===== src/rtl/mtl_pkg.sv =====
// ----------------------------------------------------------------------------
// mtl_pkg
// Shared types and constants of the timer list.
// ----------------------------------------------------------------------------
package mtl_pkg;

    localparam int SLOTS_DEF     = 16;
    localparam int TAG_WIDTH_DEF = 8;

    typedef enum logic [1:0] {
        ACT_TICK   = 2'd0,
        ACT_ADD    = 2'd1,
        ACT_REMOVE = 2'd2,
        ACT_CLEAR  = 2'd3
    } action_t;

    typedef enum logic [1:0] {
        ST_OK        = 2'd0,
        ST_FULL      = 2'd1,
        ST_NOT_FOUND = 2'd2
    } status_t;

    localparam logic KIND_STATUS = 1'b0;
    localparam logic KIND_FIRE   = 1'b1;

    typedef struct packed {
        action_t     action;
        logic [30:0] elapsed;
        logic [7:0]  timer_tag;
        logic [30:0] period;
        logic        repeat_req;
    } req_t;

    typedef struct packed {
        logic       kind;
        logic [7:0] fired_tag;
        status_t    status;
        logic       last;
    } rsp_t;

    typedef struct packed {
        logic shift;
        logic load;
    } cell_ctl_t;

endpackage


===== src/rtl/mtl_cell.sv =====
// ----------------------------------------------------------------------------
// mtl_cell
// One list slot: holds an entry, takes its upper neighbor on shift, or a
// new entry on load.
// ----------------------------------------------------------------------------
module mtl_cell
    import mtl_pkg::*;
#(
    parameter int EW = 71
) (
    input  logic          clk,
    input  cell_ctl_t     ctl,
    input  logic [EW-1:0] nbr,
    input  logic [EW-1:0] ld,
    output logic [EW-1:0] q
);

    logic [EW-1:0] entry_reg;
    logic [EW-1:0] entry_next;

    always_comb
    begin
        entry_next = entry_reg;
        if (ctl.load)
        begin
            entry_next = ld;
        end
        else if (ctl.shift)
        begin
            entry_next = nbr;
        end
    end

    always_ff @(posedge clk)
    begin
        entry_reg <= entry_next;
    end

    assign q = entry_reg;

endmodule


===== config.mk =====
export PLATFORM = sky130hd
export DESIGN_NAME = mtl_cell
export DESIGN_NICKNAME = d
export VERILOG_FILES = /design/src/rtl/mtl_pkg.sv /design/src/rtl/mtl_cell.sv
export SDC_FILE = /design/constraint.sdc
export NUM_CORES = 1
export LEC_CHECK = 0
export BUFFER_PORTS_ARGS = -buffer_cell sky130_fd_sc_hd__buf_4
export CORE_AREA = 2 2 89 91
export CTS_CLUSTER_DIAMETER = 100
export DETAILED_ROUTE_END_ITERATION = 10
export DIE_AREA = 0 0 91 93
export PLACE_DENSITY = 0.9
export SYNTH_ARGS = -nofsm -noshare
export SYNTH_HDL_FRONTEND = slang
export SYNTH_SLANG_ARGS = --single-unit

===== constraint.sdc =====
create_clock -name clk -period 4.6 [get_ports clk]
set_input_delay 0.23 -clock clk [delete_from_list [all_inputs] [get_ports clk]]
set_output_delay 0.23 -clock clk [all_outputs]
set_load 0.02 [all_outputs]

==> results of run 1 <==
[synthesized netlist by cell type]
master | count | area [um2]
buf_12 | 7 | 140
buf_6 | 1 | 11.3
edfxtp_1 | 71 | 2130
mux2_2 | 2 | 22.5
mux2_4 | 69 | 1040
or2_1 | 1 | 6.26
[kinds of logic after synthesis]
logic type,Yosys count,synth area share
buf+inv,8,0.0452
flops,71,0.637
mux,71,0.316
simple gates,1,0.00187
[where the power goes]
| group | leakage (uW) | total, uW | internal (uW) | switching (uW) |
|---|---|---|---|---|
| clock network | 0.000100 | 524 | 301 | 224 |
| logic | 0.00162 | 414 | 233 | 181 |
| registers | 0.000723 | 814 | 795 | 19.0 |
| total | 0.00244 | 1750 | 1330 | 423 |
[stage by stage]
stage | setup slack [ns] | instance area (um2) | hold WS, ns | instances
floorplan | 2.01 | 3350 | 0.447 | 151
global placement | 2.61 | 4950 | 0.531 | 461
detailed placement | 2.56 | 4950 | 0.533 | 461
CTS | 2.93 | 5160 | 0.173 | 477
global route | 2.85 | 5160 | 0.175 | 477
finish | 2.91 | 5160 | 0.194 | 477
[worst max path at each step]
stage / from / endpoint / slack, ns
final: ctl[0] / q[47]$_DFFE_PP_ / 2.91
after global routing: ctl[0] / q[40]$_DFFE_PP_ / 2.85
after CTS: ctl[0] / q[42]$_DFFE_PP_ / 2.93
after detailed placement: ctl[0] / q[25]$_DFFE_PP_ / 2.56
after global placement: ctl[0] / q[40]$_DFFE_PP_ / 2.61
after floorplan: ctl[0] / q[0]$_DFFE_PP_ / 2.01
[metal layers]
layer  track usage  vias to the layer above  part of all wire
li1              -                     1030                 -
met4        0.0871                        0             0.021
met5             0                        -                 0
met3        0.0483                       12             0.096
met2         0.317                      127              0.54
met1         0.195                      995              0.34
[critical path, delay by kind of cell]
family | cells | cell delay [ns]
buf+inv | 2 | 1.10
mux | 1 | 0.35
[cell type report]
type                       instances  area [um2]
tap                              102         128
timing repair buffer             216        1620
multi-input combinational         72        1070
fill                             531        2370
clock buffer                       9         124
clock inverter                     7        87.6
sequential                        71        2130
==> metrics.md, run 1 <==
| Metric | Value |
|---|---|
| Overall global routing resource usage | 0.177 |
| Number of pins with negative max-slew slack in the final report | 0 |
| Proportion of synthesized chip area in sequential cells | 0.637 |
| Total Die Area | 8460 um2 |
| Post-route clock period utilization | 0.367 |
| Number of flip-flops under the largest register name | 71 |
| Antenna diodes | 0 |
| Critical path fanouts, max | 42 |
| Layout cell share with drive strength beyond 1 | 0.805 |
| Total Routed Length | 7.80 mm |
| Floorplan die height | 93 um |
| Initial cell density of the core | 0.445 |
| Post-Synthesis Mean Instance Area | 22.2 um2 |
| Actual transition at the worst max-transition pin | 0.945 ns |
| Category of the worst setup path capture point | flop |
| Largest net degree at the start of global routing | 72 |
| Cell count after synthesis | 151 |
| Leakage power | 0.00244 uW |
| Horizontal die dimension | 91 um |
| Final setup fails | 0 |
| Clock Tree Root | clkbuf_8 |
| I/O pin count | 216 |
| Worst-case headroom to the max-slew limit | 0.370 |
| Most common cell after layout, fill and taps aside | buf_4 |
| Area of the mapped netlist | 3350 um2 |
| First-pass GRT wire length | 11.4 mm |
| Total count of hold-check failures in the final report | 0 |
| Total gr overflow | 0 |
| Distinct cell type count of the synthesized netlist | 6 |
| Total DRC errors in the routed layout | 0 |
| Count of max-cap constraint violations | 0 |
| Final critical delay including setup and external delays | 1.69 ns |
| Total number of H-tree levels | 3 |
| FMAX | 592 MHz |
| Post-CTS Setup Inserts | 0 |
| Slowest-stage cell, CP | buf_4 |
| Number of vias after detailed routing | 2164 |
| Reg clk slew, reported paths | 0.08 ns |
| Total of buffers placed on input and output ports | 215 |
| CTS resizes | 0 |
| Area added between synthesis and finish | 54.1% |
| Type of origin of the critical path | input pin |
| Number of optimization iterations in the first detailed-route pass | 4 |
| Clock Sink Count | 71 |
| Net total in the final layout | 515 |
| Via density per instance | 4.54 |
| CTS buffer count | 9 |
| RSZ-0062 raised after global routing | false |
| Synthesized Nets | 296 |
| Post-detailed-route wirelength per cell | 16.4 um |
| Clock tree from TritonCTS | built |
| Number of buffers added to fix hold violations after cts | 0 |
| Number of global-route vias before repair | 2330 |
| Count of warnings emitted by yosys | 0 |
| Floorplan core area | 7530 um2 |
| Worst hold path type | in2reg |
| Cell repeated most along the worst path | buf_4 |
| WP data required | 4.68 ns |
| DRT antenna net count | 0 |
| Final total negative setup slack | 0 ns |
| Worst vdd ir | 0.158 mV |
| Placer's final routability congestion estimate | 0.747 |
| Ratio of total power to cell area | 339 nW/um2 |
| Number of antenna violations at the first check in global routing | 0 |
| Sum of internal, switching and leakage power | 1750 uW |
| Count of standard-cell rows | 32 |
| Arrival time at the worst endpoint | 1.76 ns |
| Drt first-iter violations | 75 |
| Run status | completed |
| Crit path cell chain | buf_4 -> buf_4 -> mux2_4 |
| Hold Path Stages | 2 |
| Final cell utilization of the core | 0.686 |
| Endpoint with the worst hold slack | q[43]$_DFFE_PP_ |
| Number of flip-flops and latches in the synthesized netlist | 71 |
| Worst setup path class | in2reg |
| Most frequent cells in the layout | buf_4 (216), edfxtp_1 (71), mux2_4 (69), clkbuf_8 (9) |
| Delay contributed by the slowest stage of the critical path | 0.69 ns |
| Hold Startpoint | nbr[43] |
| Clock Tree Buf Depth | 2 |
Note: power is estimated with default switching activity, not from simulation.
==> inputs of run 2 (changes only) <==
Settings changed: ABC_AREA set to 1, CORE_AREA 2 2 89 91 to 2 2 95 97, DIE_AREA 0 0 91 93 to 0 0 97 99, PLACE_DENSITY 0.9 to 0.8.
Clock period 4.6 ns to 1.44 ns, I/O delays scaled along.
==> metrics.md, run 2 <==
| Metric | Value |
|---|---|
| I/O pin count | 216 (unchanged) |
| Number of global-route vias before repair | 3091 (was 2330) |
| Post-Synthesis Mean Instance Area | 10.2 um2 (was 22.2 um2) |
| DRT antenna net count | 0 (unchanged) |
| FMAX | 742 MHz |
| Worst vdd ir | 0.501 mV (was 0.158 mV) |
| Largest net degree at the start of global routing | 72 (unchanged) |
| Area of the mapped netlist | 3070 um2 (was 3350 um2) |
| Leakage power | 0.00273 uW (was 0.00244 uW) |
| Count of standard-cell rows | 34 (was 32) |
| Async S/R FF share, synth | 0 (unchanged) |
| Number of vias after detailed routing | 3029 (was 2164) |
| Ratio of total power to cell area | 1070 nW/um2 (was 339 nW/um2) |
| Hpwl dp | 6.38 mm |
| Synth area leader | edfxtp_1 (unchanged) |
| Actual transition at the worst max-transition pin | 0.465 ns (was 0.945 ns) |
| Most numerous cell in the Yosys netlist | nand2_1 (was edfxtp_1) |
| Leading post-synthesis cells by cell area | edfxtp_1 (69%), nand2_1 (26%), buf_6 (2.6%), buf_2 (0.98%), buf_4 (0.49%) (was edfxtp_1 (64%), mux2_4 (31%), buf_12 (4.2%), mux2_2 (0.67%), buf_6 (0.34%)) |
| Post-synth top area share | 0.694 (was 0.637) |
| Worst hold path type | in2reg (unchanged) |
| Net total in the final layout | 705 (was 515) |
| Type of origin of the critical path | input pin (unchanged) |
| CTS buffer count | 9 (unchanged) |
| Count of warnings emitted by yosys | 0 (unchanged) |
| Number of antenna violations at the first check in global routing | 0 (unchanged) |
| Sum of internal, switching and leakage power | 5790 uW (was 1750 uW) |
| Floorplan die height | 99 um (was 93 um) |
| Overall global routing resource usage | 0.185 (was 0.177) |
| Reg clk slew, reported paths | 0.08 ns (about the same) |
| Final total negative setup slack | 0 ns (unchanged) |
| Final setup fails | 0 (unchanged) |
| Antenna diodes | 0 (unchanged) |
| Final critical delay including setup and external delays | 1.35 ns |
| Floorplan core area | 8550 um2 (was 7530 um2) |
| Fill cells | 670 (was 531) |
| Total Routed Length | 9.01 mm (was 7.80 mm) |
| Flip-flop cell with the highest count after synthesis | edfxtp_1 (unchanged) |
| First-pass GRT wire length | 14.1 mm (was 11.4 mm) |
| Horizontal die dimension | 97 um (was 91 um) |
| Total number of H-tree levels | 3 (unchanged) |
| Clock Sink Count | 71 (unchanged) |
| Clock Tree Root | clkbuf_8 (unchanged) |
| Initial cell density of the core | 0.359 (was 0.445) |
| Cell count after synthesis | 301 (was 151) |
| Slowest-stage cell, CP | dlygate4sd3_1 (was buf_4) |
| Run status | completed (unchanged) |
| Clock tree from TritonCTS | built (unchanged) |
| Layout cell share with drive strength beyond 1 | 0.417 (was 0.805) |
| Via density per instance | 4.51 (was 4.54) |
| Category of the worst setup path capture point | flop (unchanged) |
| Total Die Area | 9600 um2 (was 8460 um2) |
| Most frequent cells in the layout | buf_4 (217), nand2_1 (213), edfxtp_1 (71), dlygate4sd3_1 (44), clkbuf_8 (9) (was buf_4 (216), edfxtp_1 (71), mux2_4 (69), clkbuf_8 (9)) |
| Top delay family on crit path | buffers and inverters (unchanged) |
| Commonest cells in the netlist | nand2_1 (213), edfxtp_1 (71), buf_6 (7) (was edfxtp_1 (71), mux2_4 (69), buf_12 (7)) |
| Number of flip-flops and latches in the synthesized netlist | 71 (unchanged) |
| Drt first-iter violations | 112 (was 75) |
| Number of optimization iterations in the first detailed-route pass | 5 (was 4) |
| Worst-case headroom to the max-slew limit | 0.690 (was 0.370) |
| Delay contributed by the slowest stage of the critical path | 0.56 ns (was 0.69 ns) |
| WP data required | 1.52 ns (was 4.68 ns) |
| Buffer and inverter count on the worst path | 3 (was 2) |
| Synthesized Nets | 446 (was 296) |
| Total count of hold-check failures in the final report | 0 (unchanged) |
| Total DRC errors in the routed layout | 0 (unchanged) |
| Count of max-cap constraint violations | 0 (unchanged) |
| EDFF count, synth | 71 (unchanged) |
| Total of buffers placed on input and output ports | 215 (unchanged) |
| Post-route clock period utilization | 0.936 |
| Crit path cell chain | dlygate4sd3_1 -> buf_4 -> nand2_1 -> nand2_1 -> dlygate4sd3_1 (was buf_4 -> buf_4 -> mux2_4) |
| Clock Tree Buf Depth | 2 (unchanged) |
| Final hold slack | 0.0138 ns (was 0.194 ns) |
| Worst setup path class | in2reg (unchanged) |
| Arrival time at the worst endpoint | 1.43 ns (was 1.76 ns) |
| Total gr overflow | 0 (unchanged) |
| Most common cell after layout, fill and taps aside | buf_4 (unchanged) |
| Number of flip-flops under the largest register name | 71 (unchanged) |
| Proportion of synthesized chip area in sequential cells | 0.694 (was 0.637) |
| Placer's final routability congestion estimate | 0.824 (was 0.747) |
| Critical path fanouts, max | 1 (was 42) |
| Number of pins with negative max-slew slack in the final report | 0 (unchanged) |
| Post-CTS Setup Inserts | 0 (unchanged) |
| RSZ-0062 raised after global routing | false (unchanged) |
| Area added between synthesis and finish | 76.8% (was 54.1%) |
| Post-detailed-route wirelength per cell | 13.4 um (was 16.4 um) |
| Distinct cell type count of the synthesized netlist | 7 (was 6) |
run 2: cell count changes after synthesis, sizes merged:
| cell | before | now |
|---|---|---|
| nand2 | 0 | 213 |
| mux2 | 71 | 0 |
| buf | 8 | 15 |
| inv | 0 | 1 |
run 2: kinds of logic after synthesis:
| logic type | synth area share |
|---|---|
| buffers and inverters | 0.0432 |
| DFF | 0.694 |
| and+or+nand+nor | 0.262 |
run 2: metal layers:
metal	global-route usage	wire, um	vias to the layer above
li1	-	-	1479
met1	0.184	3140	1371
met2	0.345	4890	156
met3	0.0582	700	23
met4	0.0964	279	0
met5	0	0	-
run 2: tightest hold or removal path, delay by kind of cell:
| kind | cells | cell delay [ns] |
|---|---|---|
| buf+inv | 1 | 0.08 |
| simple gates | 2 | 0.09 |
run 2: worst paths after layout:
check / from / endpoint / slack, ns / cells past startpoint
min: nbr[44] / q[44]$_DFFE_PP_ / 0.01 / 3
max: nbr[52] / q[52]$_DFFE_PP_ / 0.09 / 5
run 2: repair_timing:
| action | CTS | global route |
|---|---|---|
| setup endpoints to repair | 0 | 0 |
| resized for setup | 0 | 0 |
| hold endpoints to repair | 25 | 6 |
| hold buffers | 38 | 6 |
run 2: metrics by stage:
step,worst slack (ns),utilization,cell area (um2),std cells
after CTS,0.148,0.628,5370,666
after global placement,0.495,0.556,4750,613
after global routing,0.104,0.635,5430,672
after floorplan,0.240,-,3070,301
final,0.0919,0.635,5430,672
after detailed placement,0.485,0.556,4750,613
run 2: final cells by class:
class	instances	area, um2	share of cell area
Sequential cell	71	2130	0.393
Timing Repair Buffer	263	2110	0.389
Multi-Input combinational cell	214	808	0.149
Tap cell	108	135	0.0249
Clock buffer	9	124	0.0228
Clock inverter	6	110	0.0203
Inverter	1	8.76	0.00161
run 2: where the power goes:
| part | total, uW | switching (uW) | internal [uW] |
|---|---|---|---|
| combinational | 1350 | 662 | 685 |
| clock | 1840 | 704 | 1140 |
| sequential | 2600 | 66.5 | 2540 |
